## config.mk

```make
export PLATFORM = sky130hd
export DESIGN_NAME = shift_decrypt_file_type_detector
export DESIGN_NICKNAME = d
export VERILOG_FILES = /design/src/design/sdftd_pkg.sv /design/src/design/sdftd_classify.sv /design/src/design/shift_decrypt_file_type_detector.sv
export SDC_FILE = /design/constraint.sdc
export NUM_CORES = 1
export LEC_CHECK = 0
export ABC_CLOCK_PERIOD_IN_PS = 6600
export BUFFER_PORTS_ARGS = -buffer_cell sky130_fd_sc_hd__buf_4
export CORE_UTILIZATION = 45
export DETAILED_ROUTE_END_ITERATION = 10
export SLEW_MARGIN = 20
export SYNTH_ARGS = -nofsm -noshare
export SYNTH_HDL_FRONTEND = slang
export SYNTH_SLANG_ARGS = --single-unit
```

## constraint.sdc

```tcl
create_clock -name i_clk -period 6.6 [get_ports i_clk]
set_input_delay 0.33 -clock i_clk [delete_from_list [all_inputs] [get_ports i_clk]]
set_output_delay 0.33 -clock i_clk [all_outputs]
set_load 0.03 [all_outputs]
```

## src/design/sdftd_pkg.sv

```systemverilog
`default_nettype none

package sdftd_pkg;

    // header capture
    localparam int unsigned HDR_LEN   = 12;
    localparam int unsigned HDR_IDX_W = 4;

    typedef logic [0:HDR_LEN-1][7:0] t_hdr;
    typedef logic [HDR_IDX_W-1:0]    t_hdr_len;

    // input and result items
    typedef struct packed {
        logic [7:0] cipher_byte;
        logic       is_last;
    } t_in;

    typedef struct packed {
        logic [7:0] plain_byte;
        logic       last_out;
        logic [4:0] type_code;
    } t_out;

    // type codes
    localparam logic [4:0] TC_NONE = 5'd0;
    localparam logic [4:0] TC_3GP  = 5'd1;
    localparam logic [4:0] TC_AVI  = 5'd2;
    localparam logic [4:0] TC_BMP  = 5'd3;
    localparam logic [4:0] TC_JPG  = 5'd4;
    localparam logic [4:0] TC_EXE  = 5'd5;
    localparam logic [4:0] TC_XLS  = 5'd6;
    localparam logic [4:0] TC_DOC  = 5'd7;
    localparam logic [4:0] TC_PPT  = 5'd8;
    localparam logic [4:0] TC_DOCX = 5'd9;
    localparam logic [4:0] TC_XLSX = 5'd10;
    localparam logic [4:0] TC_PPTX = 5'd11;
    localparam logic [4:0] TC_PDF  = 5'd12;
    localparam logic [4:0] TC_MP3  = 5'd13;
    localparam logic [4:0] TC_MP4  = 5'd14;
    localparam logic [4:0] TC_PNG  = 5'd15;
    localparam logic [4:0] TC_GZ   = 5'd16;

    // found flag bits
    localparam int unsigned FL_WORD = 0;
    localparam int unsigned FL_XL   = 1;
    localparam int unsigned FL_PPT  = 2;

    // path strings, newest byte lowest
    localparam logic [39:0] STR_WORD = 40'h776F72642F;
    localparam logic [23:0] STR_XL   = 24'h786C2F;
    localparam logic [31:0] STR_PPT  = 32'h7070742F;

    // magic numbers, byte 0 first, unused bytes zero
    localparam t_hdr MG_3GP  = {8'h00, 8'h00, 8'h00, 8'h14, 8'h66, 8'h74,
                                8'h79, 8'h70, 8'h33, 8'h67, 8'h70, 8'h34};
    localparam t_hdr MG_AVI  = {8'h52, 8'h49, 8'h46, 8'h46, 64'h0};
    localparam t_hdr MG_BMP  = {8'h42, 8'h4D, 80'h0};
    localparam t_hdr MG_JPG  = {8'hFF, 8'hD8, 8'hFF, 8'hE0, 64'h0};
    localparam t_hdr MG_EXE  = {8'h4D, 8'h5A, 80'h0};
    localparam t_hdr MG_OLE  = {8'hD0, 8'hCF, 8'h11, 8'hE0, 8'hA1, 8'hB1,
                                8'h1A, 8'hE1, 32'h0};
    localparam t_hdr MG_ZIP  = {8'h50, 8'h4B, 8'h03, 8'h04, 64'h0};
    localparam t_hdr MG_PDF  = {8'h25, 8'h50, 8'h44, 8'h46, 8'h2D, 56'h0};
    localparam t_hdr MG_MP3A = {8'hFF, 8'hFB, 80'h0};
    localparam t_hdr MG_MP3B = {8'hFF, 8'hF3, 80'h0};
    localparam t_hdr MG_MP3C = {8'h49, 8'h44, 8'h33, 72'h0};
    localparam t_hdr MG_MP4A = {8'h00, 8'h00, 8'h00, 8'h18, 8'h66, 8'h74,
                                8'h79, 8'h70, 8'h6D, 8'h70, 8'h34, 8'h32};
    localparam t_hdr MG_MP4B = {8'h00, 8'h00, 8'h00, 8'h14, 8'h66, 8'h74,
                                8'h79, 8'h70, 8'h69, 8'h73, 8'h6F, 8'h6D};
    localparam t_hdr MG_PNG  = {8'h89, 8'h50, 8'h4E, 8'h47, 8'h0D, 8'h0A,
                                8'h1A, 8'h0A, 32'h0};
    localparam t_hdr MG_GZ   = {8'h1F, 8'h8B, 8'h08, 72'h0};

    // OLE subtype bytes, placed at their absolute positions
    localparam t_hdr TL_XLS  = {64'h0, 8'h09, 8'h08, 16'h0};
    localparam t_hdr TL_DOC  = {64'h0, 8'h00, 8'h46, 8'h49, 8'h4C};
    localparam t_hdr TL_PPT  = {64'h0, 8'h00, 8'h6E, 8'h1E, 8'hF0};

    // True when the file holds bytes pos..pos+n-1 and they equal want there
    function automatic logic hdr_match(input t_hdr hdr, input t_hdr_len len,
                                       input t_hdr_len pos, input t_hdr want,
                                       input t_hdr_len n);
        logic [HDR_IDX_W:0] stop;
        logic               ok;
        stop = {1'b0, pos} + {1'b0, n};
        ok   = ({1'b0, len} >= stop);
        for (int i = 0; i < HDR_LEN; i++) begin
            if ((HDR_IDX_W+1)'(i) >= {1'b0, pos} && (HDR_IDX_W+1)'(i) < stop &&
                hdr[i] != want[i]) begin
                ok = 1'b0;
            end
        end
        return ok;
    endfunction

endpackage

`default_nettype wire

```

## src/design/sdftd_classify.sv

```systemverilog
`default_nettype none

module sdftd_classify (
    input  wire sdftd_pkg::t_hdr     i_hdr,
    input  wire sdftd_pkg::t_hdr_len i_len,
    input  wire [2:0]                i_found,
    output logic [4:0]               o_type_code
);

    logic is_ole;
    logic is_zip;

    // shared prefixes of the container formats
    assign is_ole = sdftd_pkg::hdr_match(i_hdr, i_len, 4'd0, sdftd_pkg::MG_OLE, 4'd8);
    assign is_zip = sdftd_pkg::hdr_match(i_hdr, i_len, 4'd0, sdftd_pkg::MG_ZIP, 4'd4);

    // walk the table in order, first hit wins
    always_comb begin
        priority if (sdftd_pkg::hdr_match(i_hdr, i_len, 4'd0, sdftd_pkg::MG_3GP, 4'd12)) begin
            o_type_code = sdftd_pkg::TC_3GP;
        end else if (sdftd_pkg::hdr_match(i_hdr, i_len, 4'd0, sdftd_pkg::MG_AVI, 4'd4)) begin
            o_type_code = sdftd_pkg::TC_AVI;
        end else if (sdftd_pkg::hdr_match(i_hdr, i_len, 4'd0, sdftd_pkg::MG_BMP, 4'd2)) begin
            o_type_code = sdftd_pkg::TC_BMP;
        end else if (sdftd_pkg::hdr_match(i_hdr, i_len, 4'd0, sdftd_pkg::MG_JPG, 4'd4)) begin
            o_type_code = sdftd_pkg::TC_JPG;
        end else if (sdftd_pkg::hdr_match(i_hdr, i_len, 4'd0, sdftd_pkg::MG_EXE, 4'd2)) begin
            o_type_code = sdftd_pkg::TC_EXE;
        end else if (is_ole &&
                     sdftd_pkg::hdr_match(i_hdr, i_len, 4'd8, sdftd_pkg::TL_XLS, 4'd2)) begin
            o_type_code = sdftd_pkg::TC_XLS;
        end else if (is_ole &&
                     sdftd_pkg::hdr_match(i_hdr, i_len, 4'd8, sdftd_pkg::TL_DOC, 4'd4)) begin
            o_type_code = sdftd_pkg::TC_DOC;
        end else if (is_ole &&
                     sdftd_pkg::hdr_match(i_hdr, i_len, 4'd8, sdftd_pkg::TL_PPT, 4'd4)) begin
            o_type_code = sdftd_pkg::TC_PPT;
        end else if (is_zip && i_found[sdftd_pkg::FL_WORD]) begin
            o_type_code = sdftd_pkg::TC_DOCX;
        end else if (is_zip && i_found[sdftd_pkg::FL_XL]) begin
            o_type_code = sdftd_pkg::TC_XLSX;
        end else if (is_zip && i_found[sdftd_pkg::FL_PPT]) begin
            o_type_code = sdftd_pkg::TC_PPTX;
        end else if (sdftd_pkg::hdr_match(i_hdr, i_len, 4'd0, sdftd_pkg::MG_PDF, 4'd5)) begin
            o_type_code = sdftd_pkg::TC_PDF;
        end else if (sdftd_pkg::hdr_match(i_hdr, i_len, 4'd0, sdftd_pkg::MG_MP3A, 4'd2) ||
                     sdftd_pkg::hdr_match(i_hdr, i_len, 4'd0, sdftd_pkg::MG_MP3B, 4'd2) ||
                     sdftd_pkg::hdr_match(i_hdr, i_len, 4'd0, sdftd_pkg::MG_MP3C, 4'd3)) begin
            o_type_code = sdftd_pkg::TC_MP3;
        end else if (sdftd_pkg::hdr_match(i_hdr, i_len, 4'd0, sdftd_pkg::MG_MP4A, 4'd12) ||
                     sdftd_pkg::hdr_match(i_hdr, i_len, 4'd0, sdftd_pkg::MG_MP4B, 4'd12)) begin
            o_type_code = sdftd_pkg::TC_MP4;
        end else if (sdftd_pkg::hdr_match(i_hdr, i_len, 4'd0, sdftd_pkg::MG_PNG, 4'd8)) begin
            o_type_code = sdftd_pkg::TC_PNG;
        end else if (sdftd_pkg::hdr_match(i_hdr, i_len, 4'd0, sdftd_pkg::MG_GZ, 4'd3)) begin
            o_type_code = sdftd_pkg::TC_GZ;
        end else begin
            o_type_code = sdftd_pkg::TC_NONE;
        end
    end

endmodule

`default_nettype wire

```

## src/design/shift_decrypt_file_type_detector.sv

```systemverilog
`default_nettype none

// Shift-cipher byte decryptor with file type detection. Every input item is one
// encrypted byte; the block returns one item per input with the byte minus key_shift
// (mod 256), a copy of the last-byte flag and, on the last byte only, the file type
// found from the first 12 plain bytes and from "word/", "xl/" or "ppt/" seen within
// the first SEARCH_WINDOW bytes. Throughput is one item per clock: all work happens
// in a single pass from the per-file state registers into the output register. A new
// item enters in the same cycle that the held result is taken; the input stalls only
// while the result side stalls a held result. After the last byte the per-file state
// clears for the next file; key_shift is kept, and the user must write it through
// the configuration port only while the block is idle; the block does not check.
module shift_decrypt_file_type_detector #(
    parameter int unsigned SEARCH_WINDOW = 4096
) (
    input  wire                  i_clk,
    input  wire                  i_rst_n,
    input  wire                  i_cfg_wr_en,
    input  wire [7:0]            i_cfg_wr_data,
    input  wire                  i_in_valid,
    output logic                 o_in_stall,
    input  wire sdftd_pkg::t_in  i_in_item,
    output logic                 o_out_valid,
    input  wire                  i_out_stall,
    output sdftd_pkg::t_out      o_out_item
);

    localparam int unsigned CNT_W = $clog2(SEARCH_WINDOW + 1);

    logic [7:0]            r_key;
    sdftd_pkg::t_hdr       r_hdr,   n_hdr;
    logic [CNT_W-1:0]      r_count, n_count;
    logic [39:0]           r_recent, n_recent;
    logic [2:0]            r_found, n_found;
    logic                  r_out_valid;
    sdftd_pkg::t_out       r_out,   n_out;

    logic                  accept;
    logic                  in_win;
    logic                  in_hdr;
    logic [7:0]            plain;
    sdftd_pkg::t_hdr_len   hdr_len;
    logic [4:0]            class_code;

    // accept unless a result is held and stalled
    assign o_in_stall = r_out_valid && i_out_stall;
    assign accept     = i_in_valid && !o_in_stall;

    assign plain  = i_in_item.cipher_byte - r_key;
    assign in_win = r_count < CNT_W'(SEARCH_WINDOW);
    assign in_hdr = r_count < CNT_W'(sdftd_pkg::HDR_LEN);

    // next per-file state
    always_comb begin
        n_hdr = r_hdr;
        for (int i = 0; i < sdftd_pkg::HDR_LEN; i++) begin
            if (in_hdr && r_count[sdftd_pkg::HDR_IDX_W-1:0] == sdftd_pkg::HDR_IDX_W'(i)) begin
                n_hdr[i] = plain;
            end
        end
        n_recent = in_win ? {r_recent[31:0], plain} : r_recent;
        n_count  = in_win ? r_count + CNT_W'(1) : r_count;
        n_found  = r_found;
        if (in_win) begin
            if (n_recent == sdftd_pkg::STR_WORD) n_found[sdftd_pkg::FL_WORD] = 1'b1;
            if (n_recent[23:0] == sdftd_pkg::STR_XL) n_found[sdftd_pkg::FL_XL] = 1'b1;
            if (n_recent[31:0] == sdftd_pkg::STR_PPT) n_found[sdftd_pkg::FL_PPT] = 1'b1;
        end
        hdr_len = (n_count >= CNT_W'(sdftd_pkg::HDR_LEN)) ?
                  sdftd_pkg::HDR_IDX_W'(sdftd_pkg::HDR_LEN) :
                  n_count[sdftd_pkg::HDR_IDX_W-1:0];
    end

    sdftd_classify u_classify (
        .i_hdr       (n_hdr),
        .i_len       (hdr_len),
        .i_found     (n_found),
        .o_type_code (class_code)
    );

    // build the result item
    always_comb begin
        n_out.plain_byte = plain;
        n_out.last_out   = i_in_item.is_last;
        n_out.type_code  = i_in_item.is_last ? class_code : sdftd_pkg::TC_NONE;
    end

    // hold the key
    always_ff @(posedge i_clk) begin
        if (!i_rst_n) begin
            r_key <= 8'd0;
        end else if (i_cfg_wr_en) begin
            r_key <= i_cfg_wr_data;
        end
    end

    // advance per-file state, clear after the last byte
    always_ff @(posedge i_clk) begin
        if (!i_rst_n) begin
            r_hdr    <= '0;
            r_count  <= '0;
            r_recent <= '0;
            r_found  <= '0;
        end else if (accept) begin
            if (i_in_item.is_last) begin
                r_hdr    <= '0;
                r_count  <= '0;
                r_recent <= '0;
                r_found  <= '0;
            end else begin
                r_hdr    <= n_hdr;
                r_count  <= n_count;
                r_recent <= n_recent;
                r_found  <= n_found;
            end
        end
    end

    // output register: load on accept, drop once taken
    always_ff @(posedge i_clk) begin
        if (!i_rst_n) begin
            r_out_valid <= 1'b0;
        end else if (accept) begin
            r_out_valid <= 1'b1;
        end else if (!i_out_stall) begin
            r_out_valid <= 1'b0;
        end
    end

    always_ff @(posedge i_clk) begin
        if (accept) begin
            r_out <= n_out;
        end
    end

    assign o_out_valid = r_out_valid;
    assign o_out_item  = r_out;

endmodule

`default_nettype wire

```

# After elaboration in Yosys (flattened, before gate mapping)
# Cells that the tools add are included.
[totals]
regBits = 175
latch_bits = 0
mem_bits_rw = 0
mem_bits_ro = 0
in_bits = 22
out_inout_bits = 16
word_cells = 403
mem_count = 0
[op_classes]
addsub = 2
multipliers = 0
div = 0
magnitude_cmp = 10
eq_ne = 82
n_shift = 0
mux = 251
n_bitwise = 1
reduce_logical = 33
[ops]
columns = ["operator", "n"]
rows = [
  ["!= test 8 x 7 -> 1 bit, second input constant", 32],
  ["2-to-1 mux 1 bit", 216],
  ["!= test 8 bit, second input constant", 14],
  ["2-to-1 mux 8 bit", 12],
  ["2-to-1 mux 96 bit", 1],
  ["2-to-1 mux 40 bit", 2],
  ["!= test 8 x 6 -> 1 bit, second input constant", 7],
  ["!= test 8 x 4 -> 1 bit, second input constant", 6],
  ["!= test 8 x 5 -> 1 bit, second input constant", 6],
  ["equality test 40 x 39 -> 1 bit, second input constant", 1],
  ["2-to-1 mux 4 bit", 9],
  ["equality test 32 x 31 -> 1 bit, second input constant", 1],
  ["nonzero test 8 bit", 4],
  ["2-to-1 mux 13 bit", 2],
  ["equality test 24 x 23 -> 1 bit, second input constant", 1],
  ["logical AND 1 bit", 20],
  ["2-to-1 mux 3 bit", 6],
  ["equality test 4 x 3 -> 1 bit, second input constant", 4],
  ["equality test 4 bit, second input constant", 4],
  ["OR reduction 16 bit", 1],
  ["adder 13 x 1 -> 13 bit, second input constant", 1],
  [">= comparator 13 x 4 -> 1 bit, second input constant", 1],
  ["< comparator 13 bit, second input constant", 1],
  ["< comparator 13 x 4 -> 1 bit, second input constant", 1],
  ["other kinds (18)", 26],
]

# Logic depth before layout (Yosys ltp)
[logic_depth]
depth_word = 129
ltp_mapped = 16
mapped_depth_nobuf = 15

# Cells and area by module
# From an unflattened synthesis, not the netlist that was laid out.
[unflattened]
hier_cells = 1215
hier_area_um2 = 9816.9
[modules_own_cells]
columns = ["mod", "instances", "cells_each", "area_per_inst_um2", "seq_area_each_um2"]
rows = [
  ["shift_decrypt_file_type_detector", 1, 1042, 8577.0, 3643.5],
  ["sdftd_classify", 1, 173, 1239.9, 0.0],
]

# Least setup slack after synthesis
# OpenSTA, ideal clock, no wires.
[synth_timing]
path_kind = "in2reg"
startpoint = "input i_in_item[1] in the netlist's numbering"
endpoint = "register r_out, in the netlist o_out_item[3] (data pin)"
setup_time_ps = 257
arrival_time_ps = 3561
t_required_ps = 6343
slack_ps = 2782
path_stages = 14
n_path_buf = 0
path_cell_list = "inv_1 ha_1 inv_1 fa_1 a211o_1 a2111oi_0 nor3_1 inv_1 a21boi_0 nor4_1 or4b_2 o21ai_0 inv_1 o2111a_1"
[synth_via]
elab_chain_len = 36
word_cells_on_any_way = 299
cone_classes = "1 x add/sub; 67 x eq/ne; 217 x mux; 14 x reduce/logical"
[synth_lines]
columns = ["element", "line", "rtl"]
rows = [
  ["from (decl)", "shift_decrypt_file_type_detector.sv:22", "input wire sdftd_pkg::t_in i_in_item,"],
  ["subtractor 8 bit (*)", "shift_decrypt_file_type_detector.sv:49", "assign plain = i_in_item.cipher_byte - r_key;"],
  ["2-to-1 mux 8 bit", "shift_decrypt_file_type_detector.sv:57", "if (in_hdr && r_count[sdftd_pkg::HDR_IDX_W-1:0] == sdftd_pkg::HDR_IDX_W'(i)) begin"],
  ["nonzero test 8 bit", "sdftd_pkg.sv:90", "hdr[i] != want[i]) begin"],
  ["2-to-1 mux 1 bit (12 in series)", "sdftd_pkg.sv:89", "if ((HDR_IDX_W+1)'(i) >= {1'b0, pos} && (HDR_IDX_W+1)'(i) < stop &&"],
  ["2-to-1 mux 1 bit", "sdftd_classify.sv:46", "end else if (sdftd_pkg::hdr_match(i_hdr, i_len, 4'd0, sdftd_pkg::MG_MP3A, 4'd2) ||"],
  ["2-to-1 mux 1 bit", "sdftd_classify.sv:44", "end else if (sdftd_pkg::hdr_match(i_hdr, i_len, 4'd0, sdftd_pkg::MG_PDF, 4'd5)) begin"],
  ["2-to-1 mux 1 bit", "sdftd_classify.sv:42", "end else if (is_zip && i_found[sdftd_pkg::FL_PPT]) begin"],
  ["2-to-1 mux 1 bit", "sdftd_classify.sv:40", "end else if (is_zip && i_found[sdftd_pkg::FL_XL]) begin"],
  ["[9 not listed]", "-", ""],
  ["logical OR 1 bit", "sdftd_classify.sv:50", "end else if (sdftd_pkg::hdr_match(i_hdr, i_len, 4'd0, sdftd_pkg::MG_MP4A, 4'd12) ||"],
  ["2-to-1 mux 4 bit", "sdftd_classify.sv:50", ""],
  ["2-to-1 mux 4 bit", "sdftd_classify.sv:46", ""],
  ["2-to-1 mux 4 bit", "sdftd_classify.sv:44", ""],
  ["2-to-1 mux 4 bit", "sdftd_classify.sv:42", ""],
  ["2-to-1 mux 4 bit", "sdftd_classify.sv:40", ""],
  ["2-to-1 mux 4 bit", "sdftd_classify.sv:38", "end else if (is_zip && i_found[sdftd_pkg::FL_WORD]) begin"],
  ["2-to-1 mux 4 bit", "sdftd_classify.sv:35", "end else if (is_ole &&"],
  ["to (signal assigned)", "shift_decrypt_file_type_detector.sv:132", "r_out <= n_out;"],
  ["to (decl)", "shift_decrypt_file_type_detector.sv:36", "sdftd_pkg::t_out r_out, n_out;"],
]
# Every way passes the cells marked *; elsewhere a longest branch is shown, timed or not. The select of a mux whose other input is x is not followed.
# A chain may end at the register's enable or synchronous reset.

# Worst setup path in the final report
[layout_timing]
startpoint = "register r_key[1]"
endpoint = "register r_out, in the netlist o_out_item[3] (data pin)"
[layout_via]
elab_chain_len = 36
word_cells_on_any_way = 299
cone_classes = "1 x add/sub; 67 x eq/ne; 217 x mux; 14 x reduce/logical"
[layout_lines]
columns = ["element", "line", "rtl"]
rows = [
  ["from (decl)", "shift_decrypt_file_type_detector.sv:30", "logic [7:0] r_key;"],
  ["from (signal assigned)", "shift_decrypt_file_type_detector.sv:93", "r_key <= i_cfg_wr_data;"],
  ["subtractor 8 bit (*)", "shift_decrypt_file_type_detector.sv:49", ""],
  ["2-to-1 mux 8 bit", "shift_decrypt_file_type_detector.sv:57", ""],
  ["nonzero test 8 bit", "sdftd_pkg.sv:90", ""],
  ["2-to-1 mux 1 bit (12 in series)", "sdftd_pkg.sv:89", ""],
  ["2-to-1 mux 1 bit", "sdftd_classify.sv:46", ""],
  ["2-to-1 mux 1 bit", "sdftd_classify.sv:44", ""],
  ["2-to-1 mux 1 bit", "sdftd_classify.sv:42", ""],
  ["2-to-1 mux 1 bit", "sdftd_classify.sv:40", ""],
  ["[9 not listed]", "-", ""],
  ["logical OR 1 bit", "sdftd_classify.sv:50", ""],
  ["2-to-1 mux 4 bit", "sdftd_classify.sv:50", ""],
  ["2-to-1 mux 4 bit", "sdftd_classify.sv:46", ""],
  ["2-to-1 mux 4 bit", "sdftd_classify.sv:44", ""],
  ["2-to-1 mux 4 bit", "sdftd_classify.sv:42", ""],
  ["2-to-1 mux 4 bit", "sdftd_classify.sv:40", ""],
  ["2-to-1 mux 4 bit", "sdftd_classify.sv:38", ""],
  ["2-to-1 mux 4 bit", "sdftd_classify.sv:35", ""],
]
# Marked as above.

==> results.sh <==
export IMPL_cts_clk_slew_worst_paths_ns=0.08
export IMPL_p_sw_share_pct=34.9
export IMPL_final_area_mm2=0.0119
export IMPL_fin_crit_sh_pct=74.8
export IMPL_hold_path_endpoint="o_out_valid"
export IMPL_grt_max_degree=116
export IMPL_floorplan_die_width_um=157
export IMPL_placed_area_mm2=0.0113
export IMPL_synth_flop_cell="dfxtp_1"
export IMPL_ff2ff_path_depth=14
export IMPL_wl_per_cell_um=25.9
export IMPL_drtAntennaViolNets=0
export IMPL_drive_gt1_share_pct=10.8
export IMPL_nets=1339
export IMPL_area_delta_synth_final_pct=9.82
export IMPL_worstPathRequired_ns=6.79
export IMPL_worstHoldPathType="input pin to flop"
export IMPL_syn_area_per_cell_um2=8.18
export IMPL_arrival_ns=5.13
export IMPL_pin_count=38
export IMPL_port_buffers=37
export IMPL_p_sw_uw=918
export IMPL_synth_top_area_share_pct=29.3
export IMPL_ir_drop_mv=0.131
export IMPL_most_common_layout_cells="dfxtp_1 (159), nor2b_1 (154), a22oi_1 (137)"
export IMPL_cp_num_buf_inv=3
export IMPL_synth_top_cells_by_area="dfxtp_1 (29%), a22oi_1 (9.5%), nor2b_1 (8.9%), edfxtp_1 (3.9%), nor2_1 (2.9%)"
export IMPL_critical_path_endpoint_type="flop"
export IMPL_synth_area_mm2=0.0109
export IMPL_via_per_inst=6.61
export IMPL_postCtsSetupRepairBufs=0
export IMPL_start_kind="flop"
export IMPL_power_internal_mw=1.71
export IMPL_synth_edf_count=14
export IMPL_slowest_delay_ns=0.73
export IMPL_p_per_area_mw_per_mm2=221
export IMPL_grt_pass1_vias=9920
export IMPL_clockPowerShare_pct=39.3
export IMPL_ys_types=86
export IMPL_ys_ff_latch=173
export IMPL_crit_chain="inv_1, ha_1, or2_2, o22ai_1, xor2_1, buf_4, inv_1, o41ai_1, nand4b_1, a2111oi_0, nand3_1, a2111oi_0, a211oi_1, o2111a_1"
export IMPL_status="completed"
export IMPL_clock_sinks=173
export IMPL_clock_skew_ns=0.0173
export IMPL_grt_usage_pct=34.6
export IMPL_yosysTopAreaCell="dfxtp_1"
export IMPL_coreArea_mm2=0.0235
export IMPL_cts_resized=0
export IMPL_grt_pass1_wl_um=63400
export IMPL_drt_first_pass_iters=6
export IMPL_seqPwrFrac_pct=41.5
export IMPL_cpMaxStageDelayCell="a2111oi_0"
export IMPL_fin_util_pct=50.7
export IMPL_r2r_end="o_out_item[3]"
export IMPL_stdcell_count=1638
export IMPL_hp_start="i_in_valid"
export IMPL_timing_hold_ws_ns=0.103
export IMPL_rrSetupSlack_ns=1.67
export IMPL_cts_max_path_buffers=2
export IMPL_syn_num_nets=1362
export IMPL_totalWireLength_um=42400
export IMPL_hold_viol=0
export IMPL_whs_path_depth=2
export IMPL_clk_latency_ns=0.46
export IMPL_finalPower_mw=2.63
export IMPL_die_h_um=157
export IMPL_place_inst=1605
export IMPL_gp_congestion=1.06
export IMPL_synthArstFlopShare_pct=0
export IMPL_cts_made_buffers=17
export IMPL_yosys_warnings=0
export IMPL_slew_headroom_pct=22.5
export IMPL_drv_cap=0
export IMPL_slew_viol_final=0
export IMPL_antenna_found_initial=1
export IMPL_syn_inst=1328
export IMPL_setup_tns_ns=0
export IMPL_synth_seq_area_share_pct=33.2
export IMPL_worst_pin_slew_ns=1.16
export IMPL_setup_ws_ns=1.67
export IMPL_htree_num_levels=4
export IMPL_setup_violations=0
export IMPL_placementRows=56
export IMPL_dieArea_mm2=0.0248
export IMPL_globalRouteOverflowTotal=0
export IMPL_initial_core_util_pct=46.1
export IMPL_cp_max_fo=16
export IMPL_crit_family="compound AO/OA/AOI/OAI gates"
export IMPL_cts_root_buf="clkbuf_16"
export IMPL_final_common_cell="dfxtp_1"
export IMPL_post_place_ws_ns=1.77
export IMPL_cts_tree="yes"
export IMPL_hpwl_um=29900
export IMPL_dr_first_iter_drc_count=1269
export IMPL_reg2reg_from="r_key[1]"
export IMPL_p_leak_nw=3.87
export IMPL_vias=10800
export IMPL_crit_type="flop to flop"
export IMPL_pwr_share_comb_pct=19.2
export IMPL_rsz0062_at_grt="false"
export IMPL_max_freq_mhz=203
export IMPL_fin_crit_ns=4.93
export IMPL_drc=0
export IMPL_hold_buffers=0
## routing by layer
layer,up-vias,wire length (µm),track usage [%]
li1,4926,-,-
met1,5211,19300,48.0
met2,582,17100,48.8
met3,114,4070,9.17
met4,0,1930,17.7
met5,-,0,0
## power by group through the flow
stage                     logic (mW)  clock network (mW)  registers [mW]
final                          0.505                1.03            1.09
after global routing           0.517                1.09            1.10
after CTS                      0.484                1.05            1.09
after detailed placement       0.482                   0            1.12
after global placement         0.488                   0            1.12
after floorplan                0.258                   0            1.13
## cells in the mapped netlist (6+ instances only)
cell type,count
dfxtp_1,159
nor2b_1,154
a22oi_1,137
nor2_1,84
clkbuf_1,80
nand2_1,78
o21ai_0,49
nand4_1,42
a21oi_1,40
nand3_1,38
and2_1,29
nor3_1,28
inv_1,27
mux2i_1,26
nor4_1,18
a31oi_1,16
nor3b_1,16
nor4b_1,16
edfxtp_1,14
nand3b_1,13
o21ai_1,13
buf_2,12
nand4b_1,12
and3_1,11
ha_1,11
a211oi_1,10
o31ai_1,10
and3b_1,9
and4_1,9
o211ai_1,8
o22ai_1,8
or2_2,7
or3_1,7
or4_1,7
a21boi_0,6
nand2b_1,6
nor4bb_1,6
xnor2_1,6
## layout make-up
type	instances	area, µm²
Timing Repair Buffer	63	473
Inverter	27	101
Clock inverter	15	171
Multi-Input combinational cell	1023	6750
Clock buffer	17	425
Fill cell	2310	11600
Antenna cell	1	2.50
Tap cell	319	399
Sequential cell	173	3600
## registers in the layout (all words and copies together), names as in the netlist
signal / count
r_recent: 38
r_key: 8
r_hdr: 96
r_count: 13
o_out_valid: 1
o_out_item: 14
r_found: 3
## worst max path at each step
| stage | cells past startpoint | startpoint | to |
|---|---|---|---|
| 6_report | 14 | r_key[1] | o_out_item[3] |
| 5_1_grt | 14 | r_key[1] | o_out_item[3] |
| 4_1_cts | 14 | r_key[1] | o_out_item[3] |
| 3_5_place_dp | 16 | i_in_item[1] | o_out_item[3] |
| 3_3_place_gp | 14 | i_in_item[3] | o_out_item[3] |
| 2_1_floorplan | 14 | i_in_item[1] | o_out_item[3] |
## logic make-up after synthesis
logic type	after synthesis	synth area share, %
adders and majority gates	12	1.45
xor gates and xnor gates	11	0.887
DFF	173	33.2
and+or+nand+nor	611	33.3
AOI/OAI and AO/OA	358	23.2
buffers and inverters	132	5.08
muxes	31	2.92
## worst reg2reg max path, delay by kind of cell, from the launching register on
family / cells / cell delay (ns)
compound gates: 6 / 2.50
simple gates: 3 / 0.73
buf+inv: 3 / 0.72
flops: 1 / 0.35
fa+ha+maj: 1 / 0.22
xor+xnor: 1 / 0.17
No activity file was read; power rests on OpenSTA's default activity.
